[config.mk]
export PLATFORM = sky130hd
export DESIGN_NAME = pulse_trace_peak_charge_trigger_top_flat
export DESIGN_NICKNAME = d
export VERILOG_FILES = /design/src/sv/ptpc_pkg.sv /design/src/sv/ptpc_in_if.sv /design/src/sv/ptpc_out_if.sv /design/src/sv/pulse_trace_peak_charge_trigger_top.sv /design/src/sv/ptpc_lane.sv /design/src/sv/ptpc_merge.sv /design/src/flat_wrapper.sv
export SDC_FILE = /design/constraint.sdc
export NUM_CORES = 1
export LEC_CHECK = 0
export BUFFER_PORTS_ARGS = -buffer_cell sky130_fd_sc_hd__buf_4
export CELL_PAD_IN_SITES_DETAIL_PLACEMENT = 1
export CELL_PAD_IN_SITES_GLOBAL_PLACEMENT = 1
export CORE_MARGIN = 3
export CORE_UTILIZATION = 33
export CTS_CLUSTER_DIAMETER = 100
export CTS_CLUSTER_SIZE = 16
export DETAILED_ROUTE_END_ITERATION = 6
export PLACE_DENSITY_LB_ADDON = 0.1
export SYNTH_ARGS = -nofsm -noshare
export SYNTH_HDL_FRONTEND = slang
export SYNTH_HIERARCHICAL = 1
export SYNTH_SLANG_ARGS = --single-unit
[constraint.sdc]
create_clock -name clk -period 10.7 [get_ports clk]
set_clock_uncertainty 0.05 [all_clocks]
set_input_delay 0 -clock clk [delete_from_list [all_inputs] [get_ports clk]]
set_output_delay 0 -clock clk [all_outputs]
set_load 0.005 [all_outputs]
[src/sv/ptpc_pkg.sv]
// Shared constants, types and register codes for the pulse trace peak/charge/trigger block.
// No dependencies; every other file uses this package.
package ptpc_pkg;

  localparam int BINS_PER_RECORD = 69;
  localparam int STRETCH_BINS    = 3;
  localparam int NUM_CH          = 4;
  localparam int NUM_STRETCH     = 3;
  localparam int POS_W           = 7;
  localparam int SAMPLE_W        = 12;
  localparam int CHARGE_W        = 19;
  localparam int WIN_W           = 14;
  localparam int STRETCH_W       = 2;
  localparam int TAG_W           = 31;
  localparam int TYPE_W          = 4;
  localparam int CH_W            = 2;
  localparam int WORD_W          = 32;
  localparam int CFG_IDX_W       = 3;
  localparam int CFG_DATA_W      = 14;

  // header field positions
  localparam int FLAG_BIT  = 31;
  localparam int CALIB_BIT = 5;

  typedef enum logic [CFG_IDX_W-1:0] {
    REG_WINDOW_CH0    = 3'd0,
    REG_WINDOW_CH1    = 3'd1,
    REG_WINDOW_CH2    = 3'd2,
    REG_WINDOW_CH3    = 3'd3,
    REG_THRESHOLD_CH0 = 3'd4,
    REG_THRESHOLD_CH1 = 3'd5,
    REG_THRESHOLD_CH2 = 3'd6
  } reg_idx_t;

  localparam logic [WIN_W-1:0]    WINDOW_RST_WIDE = 14'd8960;
  localparam logic [WIN_W-1:0]    WINDOW_RST_CH3  = 14'd4495;
  localparam logic [SAMPLE_W-1:0] THRESH_RST_CH0  = 12'h120;
  localparam logic [SAMPLE_W-1:0] THRESH_RST_CH1  = 12'h105;
  localparam logic [SAMPLE_W-1:0] THRESH_RST_CH2  = 12'h106;

  // per-beat control broadcast to all lanes
  typedef struct packed {
    logic             bin_en;
    logic [POS_W-1:0] bin;
    logic             hdr_clr;
  } lane_ctl_t;

  // what one lane found over a record
  typedef struct packed {
    logic [SAMPLE_W-1:0] peak;
    logic [CHARGE_W-1:0] charge;
    logic [POS_W-1:0]    peak_bin;
    logic [SAMPLE_W-1:0] baseline;
  } lane_res_t;

  // record-wide info captured at the header and during the bins
  typedef struct packed {
    logic [TAG_W-1:0]  tag;
    logic [TYPE_W-1:0] trig;
    logic              calib;
    logic              coinc;
    logic              ferr;
  } rec_info_t;

endpackage

[src/sv/ptpc_in_if.sv]
// Input channel: one beat carries one word pair of a record.
// Depends on ptpc_pkg.
interface ptpc_in_if;
  logic                          valid;
  logic                          ready;
  logic [ptpc_pkg::WORD_W-1:0]   word_a;
  logic [ptpc_pkg::WORD_W-1:0]   word_b;

  modport source (output valid, output word_a, output word_b, input ready);
  modport sink   (input valid, input word_a, input word_b, output ready);
endinterface

[src/sv/ptpc_out_if.sv]
// Output channel: one beat carries one per-channel result.
// Depends on ptpc_pkg.
interface ptpc_out_if;
  logic                            valid;
  logic                            ready;
  logic [ptpc_pkg::CH_W-1:0]       channel;
  logic [ptpc_pkg::SAMPLE_W-1:0]   peak;
  logic [ptpc_pkg::CHARGE_W-1:0]   charge;
  logic [ptpc_pkg::POS_W-1:0]      peak_bin;
  logic [ptpc_pkg::SAMPLE_W-1:0]   baseline;
  logic [ptpc_pkg::TAG_W-1:0]      time_tag;
  logic [ptpc_pkg::TYPE_W-1:0]     trigger_type;
  logic                            calib_flag;
  logic                            coincidence;
  logic                            status;
  logic                            last;

  modport source (output valid, output channel, output peak, output charge, output peak_bin,
                  output baseline, output time_tag, output trigger_type, output calib_flag,
                  output coincidence, output status, output last, input ready);
  modport sink   (input valid, input channel, input peak, input charge, input peak_bin,
                  input baseline, input time_tag, input trigger_type, input calib_flag,
                  input coincidence, input status, input last, output ready);
endinterface

[src/sv/pulse_trace_peak_charge_trigger_top.sv]
// Pulse trace peak/charge/trigger: one word pair per beat, 70 beats per record.
// Throughput: one pair per cycle but for the stall below; the 4 result beats leave
// one per cycle while the sink is ready. The final bin stalls only while the
// previous record's results are still undelivered (the 4-entry result snapshot).
// Reset (sync, active high) clears position, flags and lane state; config to defaults.
module pulse_trace_peak_charge_trigger_top (
  input  logic                            clk,
  input  logic                            rst,
  input  logic                            cfg_we,
  input  logic [ptpc_pkg::CFG_IDX_W-1:0]  cfg_index,
  input  logic [ptpc_pkg::CFG_DATA_W-1:0] cfg_data,
  ptpc_in_if.sink                         pairs,
  ptpc_out_if.source                      results
);
  import ptpc_pkg::*;

  // configuration registers
  logic [WIN_W-1:0]    window    [NUM_CH];
  logic [SAMPLE_W-1:0] threshold [NUM_CH];

  // record sequencing
  logic [POS_W-1:0]    pos;
  logic                ferr;
  logic                coinc;
  logic [TAG_W-1:0]    hdr_tag;
  logic [TYPE_W-1:0]   hdr_type;
  logic                hdr_calib;
  logic                snap_load;

  logic                accept;
  logic                is_hdr;
  logic                last_bin;
  logic                bad_bin;
  logic                hdr_ok;
  logic                busy;
  lane_ctl_t           ctl;
  lane_res_t           lane_res [NUM_CH];
  logic [NUM_CH-1:0]   lane_act;
  logic [SAMPLE_W-1:0] samples  [NUM_CH];
  rec_info_t           info;

  // ---------------------------------------------------------------------------
  // Config write port; unknown indexes are dropped. Channel 3 has no threshold,
  // its slot stays at zero and the lane ignores it.
  // ---------------------------------------------------------------------------
  always_ff @(posedge clk) begin
    if (rst) begin
      window[0]    <= WINDOW_RST_WIDE;
      window[1]    <= WINDOW_RST_WIDE;
      window[2]    <= WINDOW_RST_WIDE;
      window[3]    <= WINDOW_RST_CH3;
      threshold[0] <= THRESH_RST_CH0;
      threshold[1] <= THRESH_RST_CH1;
      threshold[2] <= THRESH_RST_CH2;
      threshold[3] <= '0;
    end else if (cfg_we) begin
      case (reg_idx_t'(cfg_index))
        REG_WINDOW_CH0:    window[0]    <= cfg_data;
        REG_WINDOW_CH1:    window[1]    <= cfg_data;
        REG_WINDOW_CH2:    window[2]    <= cfg_data;
        REG_WINDOW_CH3:    window[3]    <= cfg_data;
        REG_THRESHOLD_CH0: threshold[0] <= cfg_data[SAMPLE_W-1:0];
        REG_THRESHOLD_CH1: threshold[1] <= cfg_data[SAMPLE_W-1:0];
        REG_THRESHOLD_CH2: threshold[2] <= cfg_data[SAMPLE_W-1:0];
        default: ;
      endcase
    end
  end

  // ---------------------------------------------------------------------------
  // Beat decode. pos 0 expects the header, pos p carries bin p-1.
  // ---------------------------------------------------------------------------
  assign is_hdr   = (pos == '0);
  assign last_bin = (pos == POS_W'(BINS_PER_RECORD));
  assign bad_bin  = pairs.word_a[FLAG_BIT] || pairs.word_b[FLAG_BIT];
  assign hdr_ok   = pairs.word_a[FLAG_BIT] && pairs.word_b[FLAG_BIT];

  // Hold the final bin back until the result stage has room for the snapshot.
  assign pairs.ready = !(last_bin && (busy || snap_load));
  assign accept      = pairs.valid && pairs.ready;

  assign ctl.bin     = pos - 1'b1;
  assign ctl.bin_en  = accept && !is_hdr && !ferr && !bad_bin;
  assign ctl.hdr_clr = accept && is_hdr;

  assign samples[0] = pairs.word_a[SAMPLE_W-1:0];
  assign samples[1] = pairs.word_a[16+SAMPLE_W-1:16];
  assign samples[2] = pairs.word_b[SAMPLE_W-1:0];
  assign samples[3] = pairs.word_b[16+SAMPLE_W-1:16];

  // ---------------------------------------------------------------------------
  // Lanes: one per channel, all fed the same control each beat.
  // ---------------------------------------------------------------------------
  for (genvar g = 0; g < NUM_CH; g++) begin : g_lane
    ptpc_lane u_lane (
      .clk        (clk),
      .rst        (rst),
      .ctl        (ctl),
      .sample     (samples[g]),
      .window     (window[g]),
      .threshold  (threshold[g]),
      .stretch_on (1'(g < NUM_STRETCH)),
      .res        (lane_res[g]),
      .active     (lane_act[g])
    );
  end

  // ---------------------------------------------------------------------------
  // Sequencer: position, format error, header capture, coincidence.
  // A record with an error still runs its full length; later beats are ignored.
  // ---------------------------------------------------------------------------
  always_ff @(posedge clk) begin
    if (rst) begin
      pos       <= '0;
      ferr      <= 1'b0;
      coinc     <= 1'b0;
      hdr_tag   <= '0;
      hdr_type  <= '0;
      hdr_calib <= 1'b0;
      snap_load <= 1'b0;
    end else begin
      snap_load <= accept && last_bin;
      if (accept) begin
        if (is_hdr) begin
          ferr  <= !hdr_ok;
          coinc <= 1'b0;
          if (hdr_ok) begin
            hdr_tag   <= pairs.word_a[TAG_W-1:0];
            hdr_type  <= pairs.word_b[TYPE_W-1:0];
            hdr_calib <= pairs.word_b[CALIB_BIT];
          end
          pos <= POS_W'(1);
        end else begin
          if (!ferr && bad_bin) begin
            ferr <= 1'b1;
          end
          // all three stretched channels active in the same bin
          if (ctl.bin_en && (&lane_act[NUM_STRETCH-1:0])) begin
            coinc <= 1'b1;
          end
          pos <= last_bin ? '0 : pos + 1'b1;
        end
      end
    end
  end

  // Snapshot is taken the cycle after the final bin; a header accepted in that
  // same cycle only changes these registers after the snapshot edge.
  assign info.tag   = hdr_tag;
  assign info.trig  = hdr_type;
  assign info.calib = hdr_calib;
  assign info.coinc = coinc;
  assign info.ferr  = ferr;

  ptpc_merge u_merge (
    .clk     (clk),
    .rst     (rst),
    .load    (snap_load),
    .lanes   (lane_res),
    .info    (info),
    .busy    (busy),
    .results (results)
  );

endmodule

[src/sv/ptpc_lane.sv]
// One channel lane: baseline, peak, peak bin, windowed charge and threshold stretch.
// Depends on ptpc_pkg.
module ptpc_lane (
  input  logic                          clk,
  input  logic                          rst,
  input  ptpc_pkg::lane_ctl_t           ctl,
  input  logic [ptpc_pkg::SAMPLE_W-1:0] sample,
  input  logic [ptpc_pkg::WIN_W-1:0]    window,
  input  logic [ptpc_pkg::SAMPLE_W-1:0] threshold,
  input  logic                          stretch_on,
  output ptpc_pkg::lane_res_t           res,
  output logic                          active
);
  import ptpc_pkg::*;

  logic [POS_W-1:0]     win_lo;
  logic [POS_W-1:0]     win_hi;
  logic                 in_win;
  logic                 first_bin;
  logic                 above;
  logic [STRETCH_W-1:0] cnt;
  logic [CHARGE_W-1:0]  sample_ext;

  assign win_lo     = window[POS_W-1:0];
  assign win_hi     = window[2*POS_W-1:POS_W];
  assign in_win     = (win_lo <= ctl.bin) && (ctl.bin < win_hi);
  assign first_bin  = (ctl.bin == '0);
  assign above      = (sample > threshold);
  assign sample_ext = CHARGE_W'(sample);
  assign active     = stretch_on && !first_bin && (above || (cnt != '0));

  always_ff @(posedge clk) begin
    if (rst) begin
      res <= '0;
      cnt <= '0;
    end else begin
      if (ctl.hdr_clr) begin
        cnt <= '0;
      end
      if (ctl.bin_en) begin
        if (first_bin) begin
          res.baseline <= sample;
          res.peak     <= sample;
          res.peak_bin <= '0;
          res.charge   <= in_win ? sample_ext : '0;
        end else begin
          if (res.peak < sample) begin
            res.peak     <= sample;
            res.peak_bin <= ctl.bin;
          end
          if (in_win) begin
            res.charge <= res.charge + sample_ext;
          end
          if (stretch_on) begin
            if (above) begin
              cnt <= STRETCH_W'(STRETCH_BINS);
            end else if (cnt != '0) begin
              cnt <= cnt - 1'b1;
            end
          end
        end
      end
    end
  end

endmodule

[src/sv/ptpc_merge.sv]
// Result stage: snapshots the four lanes at record end and plays them out as four beats.
// Depends on ptpc_pkg and ptpc_out_if.
module ptpc_merge (
  input  logic                clk,
  input  logic                rst,
  input  logic                load,
  input  ptpc_pkg::lane_res_t lanes [ptpc_pkg::NUM_CH],
  input  ptpc_pkg::rec_info_t info,
  output logic                busy,
  ptpc_out_if.source          results
);
  import ptpc_pkg::*;

  lane_res_t        snap [NUM_CH];
  rec_info_t        snap_info;
  logic [CH_W-1:0]  idx;
  logic             pending;
  logic             beat;
  lane_res_t        cur;

  assign beat = results.valid && results.ready;
  assign busy = pending;

  always_ff @(posedge clk) begin
    if (rst) begin
      pending <= 1'b0;
      idx     <= '0;
    end else if (load) begin
      pending <= 1'b1;
      idx     <= '0;
    end else if (beat) begin
      idx <= idx + 1'b1;
      if (idx == CH_W'(NUM_CH - 1)) begin
        pending <= 1'b0;
      end
    end
  end

  // error records report zeros except channel, status and last
  always_ff @(posedge clk) begin
    if (load) begin
      for (int i = 0; i < NUM_CH; i++) begin
        snap[i] <= info.ferr ? '0 : lanes[i];
      end
      snap_info <= info.ferr ? rec_info_t'{ferr: 1'b1, default: '0} : info;
    end
  end

  assign cur = snap[idx];

  always_comb begin
    results.valid        = pending;
    results.channel      = idx;
    results.peak         = cur.peak;
    results.charge       = cur.charge;
    results.peak_bin     = cur.peak_bin;
    results.baseline     = cur.baseline;
    results.time_tag     = snap_info.tag;
    results.trigger_type = snap_info.trig;
    results.calib_flag   = snap_info.calib;
    results.coincidence  = snap_info.coinc;
    results.status       = snap_info.ferr;
    results.last         = (idx == CH_W'(NUM_CH - 1));
  end

endmodule

[src/flat_wrapper.sv]
// flat-port wrapper written by rule: the top's interface ports become plain ports
module pulse_trace_peak_charge_trigger_top_flat import ptpc_pkg::*;
  (clk, rst, cfg_we, cfg_index, cfg_data, pairs_valid, pairs_word_a, pairs_word_b, pairs_ready, results_valid, results_channel, results_peak, results_charge, results_peak_bin, results_baseline, results_time_tag, results_trigger_type, results_calib_flag, results_coincidence, results_status, results_last, results_ready);
  ptpc_in_if pairs_i ();
  ptpc_out_if results_i ();
  input  logic clk;
  input  logic rst;
  input  logic cfg_we;
  input  logic [ptpc_pkg::CFG_IDX_W-1:0] cfg_index;
  input  logic [ptpc_pkg::CFG_DATA_W-1:0] cfg_data;
  input wire logic [$bits(pairs_i.valid)-1:0] pairs_valid;
  input wire logic [$bits(pairs_i.word_a)-1:0] pairs_word_a;
  input wire logic [$bits(pairs_i.word_b)-1:0] pairs_word_b;
  output wire logic [$bits(pairs_i.ready)-1:0] pairs_ready;
  output wire logic [$bits(results_i.valid)-1:0] results_valid;
  output wire logic [$bits(results_i.channel)-1:0] results_channel;
  output wire logic [$bits(results_i.peak)-1:0] results_peak;
  output wire logic [$bits(results_i.charge)-1:0] results_charge;
  output wire logic [$bits(results_i.peak_bin)-1:0] results_peak_bin;
  output wire logic [$bits(results_i.baseline)-1:0] results_baseline;
  output wire logic [$bits(results_i.time_tag)-1:0] results_time_tag;
  output wire logic [$bits(results_i.trigger_type)-1:0] results_trigger_type;
  output wire logic [$bits(results_i.calib_flag)-1:0] results_calib_flag;
  output wire logic [$bits(results_i.coincidence)-1:0] results_coincidence;
  output wire logic [$bits(results_i.status)-1:0] results_status;
  output wire logic [$bits(results_i.last)-1:0] results_last;
  input wire logic [$bits(results_i.ready)-1:0] results_ready;
  assign pairs_i.valid = pairs_valid;
  assign pairs_i.word_a = pairs_word_a;
  assign pairs_i.word_b = pairs_word_b;
  assign pairs_ready = pairs_i.ready;
  assign results_valid = results_i.valid;
  assign results_channel = results_i.channel;
  assign results_peak = results_i.peak;
  assign results_charge = results_i.charge;
  assign results_peak_bin = results_i.peak_bin;
  assign results_baseline = results_i.baseline;
  assign results_time_tag = results_i.time_tag;
  assign results_trigger_type = results_i.trigger_type;
  assign results_calib_flag = results_i.calib_flag;
  assign results_coincidence = results_i.coincidence;
  assign results_status = results_i.status;
  assign results_last = results_i.last;
  assign results_i.ready = results_ready;
  pulse_trace_peak_charge_trigger_top u_core (.clk(clk), .rst(rst), .cfg_we(cfg_we), .cfg_index(cfg_index), .cfg_data(cfg_data), .pairs(pairs_i), .results(results_i));
endmodule
==> insert_results.sql, run 1 <==
INSERT INTO impl_metrics (metric_group, metric, value, unit) VALUES
('grt', 'grt_pass1_wl', '151200', 'um'),
('critical_path', 'kind_of_start_point_of_the_critical_path', 'flip-flop', ''),
('timing', 'final-max-slew-violation-count', '0', ''),
('cts', 'tritoncts', 'yes', ''),
('final_layout', 'final_cells', '4189', ''),
('timing', 'sum_neg_setup_slack', '0', 'ns'),
('drt', 'drt-pass1-iter-count', '5', ''),
('final_layout', 'drive_gt1_share', '12.15', '%'),
('drt', 'drc', '0', ''),
('logic_synthesis', 'syn-mean-instance-area', '10.94', 'um^2'),
('timing', 'unrepaired_setup_endpoints_after_global_routing', 'false', ''),
('critical_path', 'timing.critical_path.mode_cell', 'sky130_fd_sc_hd__buf_4', ''),
('floorplan', 'floorplan.io_pins', '179', ''),
('critical_path', 'critical_path.max_fanout', '21', ''),
('place', 'final_hpwl_from_detailed_placement', '72210', 'um'),
('critical_path', 'critPathKind', 'reg2reg', ''),
('floorplan', 'dieArea', '95670', 'um^2'),
('final_layout', 'multi_input_comb_area', '14040', 'um^2'),
('drt', 'num_vias', '22299', ''),
('critical_path', 'worst_ep_arrival_time', '5.77', 'ns'),
('floorplan', 'floorplan.die.height', '309.3', 'um'),
('final_layout', 'finalInstanceArea', '34930', 'um^2'),
('timing', 'relative_slew_slack', '13.25', '%'),
('drt', 'vias_per_cell', '5.323', ''),
('final_layout', 'num-fill-cells', '9883', ''),
('logic_synthesis', 'syn-instance-count', '2775', ''),
('critical_path', 'slowest_stage_cell_crit_path', 'sky130_fd_sc_hd__a221oi_4', ''),
('power', 'vdd_ir_drop_max', '0.00008737', 'V'),
('power', 'power.density', '132.0', 'nW/um^2'),
('critical_path', 'endpoint_class_of_the_critical_path', 'flip-flop', ''),
('critical_path', 'required', '11.13', 'ns'),
('cts', 'buffer_depth_of_the_longest_clock_path', '3', ''),
('power', 'cellLeakagePower', '13.79', 'nW'),
('logic_synthesis', 'synthesis.yosys.warnings', '6', ''),
('final_layout', 'most_frequent_standard_cell_in_the_layout_excluding_fill_and_tap_cells', 'sky130_fd_sc_hd__edfxtp_1', ''),
('place', 'io_buffers', '171', ''),
('cts', 'root_buffer_cell', 'sky130_fd_sc_hd__clkbuf_16', ''),
('cts', 'clkSlewWorstSetupHoldPaths', '0.07', 'ns'),
('drt', 'wl_per_cell', '24.56', 'um'),
('cts', 'cts.sink_count', '587', ''),
('final_layout', 'final_cell_mix', 'sky130_fd_sc_hd__edfxtp_1, sky130_fd_sc_hd__dfxtp_1, sky130_fd_sc_hd__nor2b_1', ''),
('timing', 'hold_violations', '0', ''),
('cts', 'clock_tree.htree_level_count', '2', ''),
('timing', 'fin_crit_share', '49.85', '%'),
('drt', 'detailedRoute.firstIterationViolations', '1319', ''),
('grt', 'grt.overflow.total', '0', ''),
('cts', 'worstSkewPairLatency', '0.60', 'ns'),
('final_layout', 'area.growth.synth_to_final', '15.05', '%'),
('timing', 'period_needed', '5.334', 'ns'),
('grt', 'initial_antenna_violation_count', '3', ''),
('critical_path', 'critPathMaxStageDelay', '1.13', 'ns'),
('timing', 'worst_slew_pin_slew', '1.291', 'ns'),
('cts', 'cts_setup_buffers', '0', ''),
('logic_synthesis', 'synth_area', '30360', 'um^2'),
('worst_hold_path', 'min_path_type', 'in2reg', ''),
('drt', 'postRouteAntennaNets', '0', ''),
('floorplan', 'placementRows', '110', ''),
('cts', 'total_clock_buffers_created_by_cts', '44', ''),
('timing', 'maxClockFrequency', '187.5', 'MHz'),
('run', 'maxCapViolCount', '0', ''),
('place', 'place.detailed.instances', '4023', ''),
('grt', 'grt_max_degree', '136', ''),
('grt', 'global_route.usage.total', '21.29', '%'),
('critical_path', 'timing.critical_path.cells', 'inv_2, buf_4, ha_1, nand3_1, xnor2_4, buf_4, or4_4, or4_1, a221oi_4, a31oi_1, a41o_1', ''),
('floorplan', 'starting_utilization_of_the_core_area', '33.52', '%'),
('place', 'dpl_cell_area', '32760', 'um^2'),
('drt', 'routed_wl', '102900', 'um'),
('outcome', 'outcome', 'complete, no violations', ''),
('grt', 'first_global_vias', '23260', ''),
('timing', 'finalSetupViolations', '0', ''),
('cts', 'cts_resized', '0', ''),
('floorplan', 'core_area', '90560', 'um^2'),
('floorplan', 'floorplan.die.width', '309.3', 'um'),
('final_layout', 'seq_area', '15070', 'um^2'),
('final_layout', 'nets', '3252', ''),
('place', 'gp_congestion', '0.8407', '');
report_power, final:
part	switching [mW]	internal, mW
clock	0.849	0.829
sequential	0.0237	2.40
combinational	0.332	0.176
per-stage QoR:
step | hold slack [ns] | power [mW] | worst slack, ns | utilization, %
after floorplan | 0.06651 | 2.750 | 2.328 | -
after global placement | 0.2136 | 2.941 | 5.518 | 36.17
after detailed placement | 0.2193 | 2.961 | 5.383 | 36.17
after CTS | 0.007562 | 4.681 | 5.371 | 38.56
after global routing | 0.02683 | 4.819 | 5.197 | 38.56
final | 0.03743 | 4.609 | 5.366 | 38.57
worst paths after layout:
kind / from / to / slack (ns) / cells after the start
setup / recovery: u_core/pos[0] / u_core/g_lane[1].u_lane/res[34] / 5.37 / 11
setup reg to reg: u_core/pos[0] / u_core/g_lane[1].u_lane/res[34] / 5.37 / 11
hold reg to reg: u_core/g_lane[2].u_lane/res[4] / u_core/g_lane[2].u_lane/res[4] / 0.41 / 2
hold / removal: cfg_we / u_core/window[1][10] / 0.04 / 2
area by class of cell:
type	count	area share, %
multi-input combinational	1888	40.21
antenna	1	0.007165
clock buffer	71	3.443
inverter	170	1.827
tap	1176	4.213
sequential	587	43.14
timing repair buffer	286	6.803
clock inverter	10	0.3582
critical path: cells and delay by family (launching register included):
kind / cells / cell delay [ns]
AOI/OAI and AO/OA: 3 / 1.60
buffers and inverters: 3 / 1.10
adders and majority gates: 1 / 0.29
xor gates and xnor gates: 1 / 0.18
and+or+nand+nor: 3 / 1.59
DFF: 1 / 0.38
what timing repair did:
item                                    in CTS  in global routing
endpoints found under the setup margin       0                  0
hold endpoints to repair                   318                  0
hold buffers                                84                  0
registers in the layout, summed over array words and instances, names as in the netlist, named ones only:
| name | flops |
|---|---|
| u_core/hdr_type | 4 |
| u_core/threshold | 36 |
| u_core/u_merge/results.trigger_type | 4 |
| u_core/u_merge/results.calib_flag | 1 |
| u_core/u_merge/results.channel | 2 |
| u_core/window | 56 |
| u_core/u_merge/results.status | 1 |
| u_core/u_merge/snap | 200 |
| u_core/g_lane.u_lane/cnt | 6 |
| u_core/coinc | 1 |
| u_core/u_merge/busy | 1 |
| u_core/ferr | 1 |
| u_core/hdr_calib | 1 |
| u_core/snap_load | 1 |
| u_core/pos | 7 |
| u_core/g_lane.u_lane/res | 200 |
| u_core/hdr_tag | 31 |
| u_core/u_merge/results.coincidence | 1 |
| u_core/u_merge/results.time_tag | 31 |
per-layer routing:
metal	up-vias	global-route usage, %	wire length (um)
li1	10555	-	-
met5	-	0	32
met1	11203	26.50	44190
met4	4	8.344	4290
met3	151	3.243	3974
met2	386	37.12	50380
No activity file was read; power rests on OpenSTA's default activity.
==> inputs of run 2 (changes only) <==
==> constraint.sdc (replaced) <==
create_clock -name clk -period 4.4 [get_ports clk]
set_clock_uncertainty 0.05 [all_clocks]
set_input_delay 0 -clock clk [delete_from_list [all_inputs] [get_ports clk]]
set_output_delay 0 -clock clk [all_outputs]
set_load 0.005 [all_outputs]
==> run 2 against run 1 <==
  * Sequential cell count is the same
  * Power grew 140%
  * Cell count grew 0.48%
  * Sequential power grew 140%
  * Critical endpoint is now u_core/g_lane[3].u_lane/res[29]
==> insert_results.sql, run 2 (synthesis gave the netlist of run 1 again) <==
INSERT INTO impl_metrics (metric_group, metric, value, unit) VALUES
('cts', 'tritoncts', 'yes', ''),
('grt', 'grt_pass1_wl', '154400', 'um'),
('critical_path', 'worst_ep_arrival_time', '4.60', 'ns'),
('timing', 'period_needed', '4.096', 'ns'),
('floorplan', 'dieArea', '95670', 'um^2'),
('critical_path', 'critical_path.max_fanout', '7', ''),
('drt', 'wl_per_cell', '24.82', 'um'),
('final_layout', 'nets', '3272', ''),
('grt', 'first_global_vias', '23572', ''),
('cts', 'cts.sink_count', '587', ''),
('final_layout', 'seq_area', '15070', 'um^2'),
('drt', 'drc', '0', ''),
('place', 'final_hpwl_from_detailed_placement', '75500', 'um'),
('final_layout', 'n_diodes', '0', ''),
('cts', 'cts_setup_buffers', '0', ''),
('floorplan', 'floorplan.die.height', '309.3', 'um'),
('place', 'io_buffers', '171', ''),
('final_layout', 'num-fill-cells', '9904', ''),
('cts', 'clkSlewWorstSetupHoldPaths', '0.08', 'ns'),
('timing', 'unrepaired_setup_endpoints_after_global_routing', 'false', ''),
('cts', 'root_buffer_cell', 'sky130_fd_sc_hd__clkbuf_16', ''),
('floorplan', 'floorplan.io_pins', '179', ''),
('drt', 'routed_wl', '104500', 'um'),
('final_layout', 'area.growth.synth_to_final', '15.43', '%'),
('grt', 'initial_antenna_violation_count', '3', ''),
('timing', 'sum_neg_setup_slack', '0', 'ns'),
('critical_path', 'critPathKind', 'reg2reg', ''),
('power', 'cellLeakagePower', '13.86', 'nW'),
('place', 'gp_congestion', '0.8219', ''),
('timing', 'hold_violations', '0', ''),
('drt', 'detailedRoute.firstIterationViolations', '1324', ''),
('power', 'post-layout-total-power', '11.15', 'mW'),
('worst_hold_path', 'min_path_type', 'in2reg', ''),
('cts', 'total_clock_buffers_created_by_cts', '44', ''),
('floorplan', 'core_area', '90560', 'um^2'),
('grt', 'grt.overflow.total', '0', ''),
('final_layout', 'most_frequent_standard_cell_in_the_layout_excluding_fill_and_tap_cells', 'sky130_fd_sc_hd__edfxtp_1', ''),
('cts', 'clock_tree.htree_level_count', '2', ''),
('timing', 'maxClockFrequency', '244.1', 'MHz'),
('critical_path', 'required', '4.90', 'ns'),
('final_layout', 'multi_input_comb_area', '14050', 'um^2'),
('final_layout', 'layout_top_registers', 'u_core/g_lane.u_lane/res: 200 flops, u_core/u_merge/snap: 200 flops, u_core/window: 56 flops', ''),
('drt', 'num_vias', '22658', ''),
('power', 'vdd_ir_drop_max', '0.0002369', 'V'),
('cts', 'buffer_depth_of_the_longest_clock_path', '3', ''),
('timing', 'worst_slew_pin_slew', '1.257', 'ns'),
('final_layout', 'final_cell_mix', 'sky130_fd_sc_hd__edfxtp_1, sky130_fd_sc_hd__dfxtp_1, sky130_fd_sc_hd__nor2b_1', ''),
('grt', 'grt_max_degree', '110', ''),
('cts', 'worstSkewPairLatency', '0.61', 'ns'),
('floorplan', 'placementRows', '110', ''),
('outcome', 'outcome', 'complete, no violations', ''),
('timing', 'relative_slew_slack', '15.54', '%'),
('run', 'maxCapViolCount', '0', ''),
('critical_path', 'kind_of_start_point_of_the_critical_path', 'flip-flop', ''),
('timing', 'finalSetupViolations', '0', ''),
('floorplan', 'starting_utilization_of_the_core_area', '33.52', '%'),
('power', 'power.density', '318.1', 'nW/um^2'),
('grt', 'global_route.usage.total', '21.60', '%'),
('final_layout', 'drive_gt1_share', '12.79', '%'),
('drt', 'vias_per_cell', '5.383', ''),
('drt', 'postRouteAntennaNets', '0', ''),
('drt', 'drt-pass1-iter-count', '5', ''),
('timing', 'final-max-slew-violation-count', '0', ''),
('critical_path', 'endpoint_class_of_the_critical_path', 'flip-flop', ''),
('floorplan', 'floorplan.die.width', '309.3', 'um'),
('timing', 'fin_crit_share', '93.10', '%');
[run 2: cell count changes in the layout (fill, tap and decap cells not counted), moves of 2 or more]
cell,before,now
sky130_fd_sc_hd__buf_4,200,224
sky130_fd_sc_hd__bufinv_16,2,0
sky130_fd_sc_hd__clkbuf_1,27,30
sky130_fd_sc_hd__clkinv_1,2,0
sky130_fd_sc_hd__clkinv_2,2,0
sky130_fd_sc_hd__dlygate4sd3_1,84,80
sky130_fd_sc_hd__inv_1,168,170
sky130_fd_sc_hd__inv_6,2,5
[run 2: area by class of cell]
type / count / area share, %
Clock buffer: 74 / 3.464
Clock inverter: 8 / 0.2535
Inverter: 170 / 1.821
Multi-Input combinational cell: 1888 / 40.11
Sequential cell: 587 / 43.00
Tap cell: 1176 / 4.199
Timing Repair Buffer: 306 / 7.156
[run 2: timing repair]
action                                  in CTS  in global routing
endpoints found under the setup margin       0                  1
resized for setup                            0                  5
endpoints found under the hold margin      325                  0
hold buffers                                80                  0
[run 2: per-stage QoR]
step	hold WS, ns	setup WS, ns	cell area [um^2]	instances	utilization, %
6_report	0.04004	0.3036	35040	4209	38.69
5_1_grt	0.03850	0.04281	35040	4209	38.69
4_1_cts	0.007654	0.03663	35000	4209	38.65
3_5_place_dp	0.2207	0.3240	32900	4047	36.33
3_3_place_gp	0.2111	0.4240	32900	4047	36.33
2_1_floorplan	0.06651	0.06179	30400	2786	-
[run 2: per-layer routing]
| layer | up-vias | share of wire [%] | GRT usage, % |
|---|---|---|---|
| met5 | - | 0.026 | 0 |
| met4 | 4 | 2.9 | 6.267 |
| met3 | 137 | 3.4 | 2.512 |
| met2 | 401 | 51 | 38.85 |
| met1 | 11534 | 43 | 27.25 |
| li1 | 10582 | - | - |
[run 2: critical path, stage by stage (launching register included)]
cell and delay (ns):
sky130_fd_sc_hd__dfxtp_1 0.35, sky130_fd_sc_hd__inv_1 0.15, sky130_fd_sc_hd__ha_1 0.33, sky130_fd_sc_hd__nand2_1 0.14, sky130_fd_sc_hd__xnor2_2 0.58, sky130_fd_sc_hd__ha_1 0.38, sky130_fd_sc_hd__a21o_1 0.20, sky130_fd_sc_hd__a221o_1 0.31
sky130_fd_sc_hd__a41o_1 0.30, sky130_fd_sc_hd__a21oi_2 0.21, sky130_fd_sc_hd__nand3_1 0.16, sky130_fd_sc_hd__o32ai_1 0.33, sky130_fd_sc_hd__dlygate4sd3_1 0.58
[run 2: power by group]
group / internal (mW) / switching (mW)
registers: 5.84 / 0.0457
logic: 0.440 / 0.798
clock network: 1.92 / 2.10
[run 2: path summary, 6_finish.rpt]
kind                                   from                               to  slack [ns]  cells after the start
max reg2reg                   u_core/pos[1]  u_core/g_lane[3].u_lane/res[29]        0.30                     12
max                           u_core/pos[1]  u_core/g_lane[3].u_lane/res[29]        0.30                     12
min                                  cfg_we              u_core/window[1][9]        0.04                      2
min reg2reg  u_core/g_lane[2].u_lane/res[6]   u_core/g_lane[2].u_lane/res[6]        0.41                      2
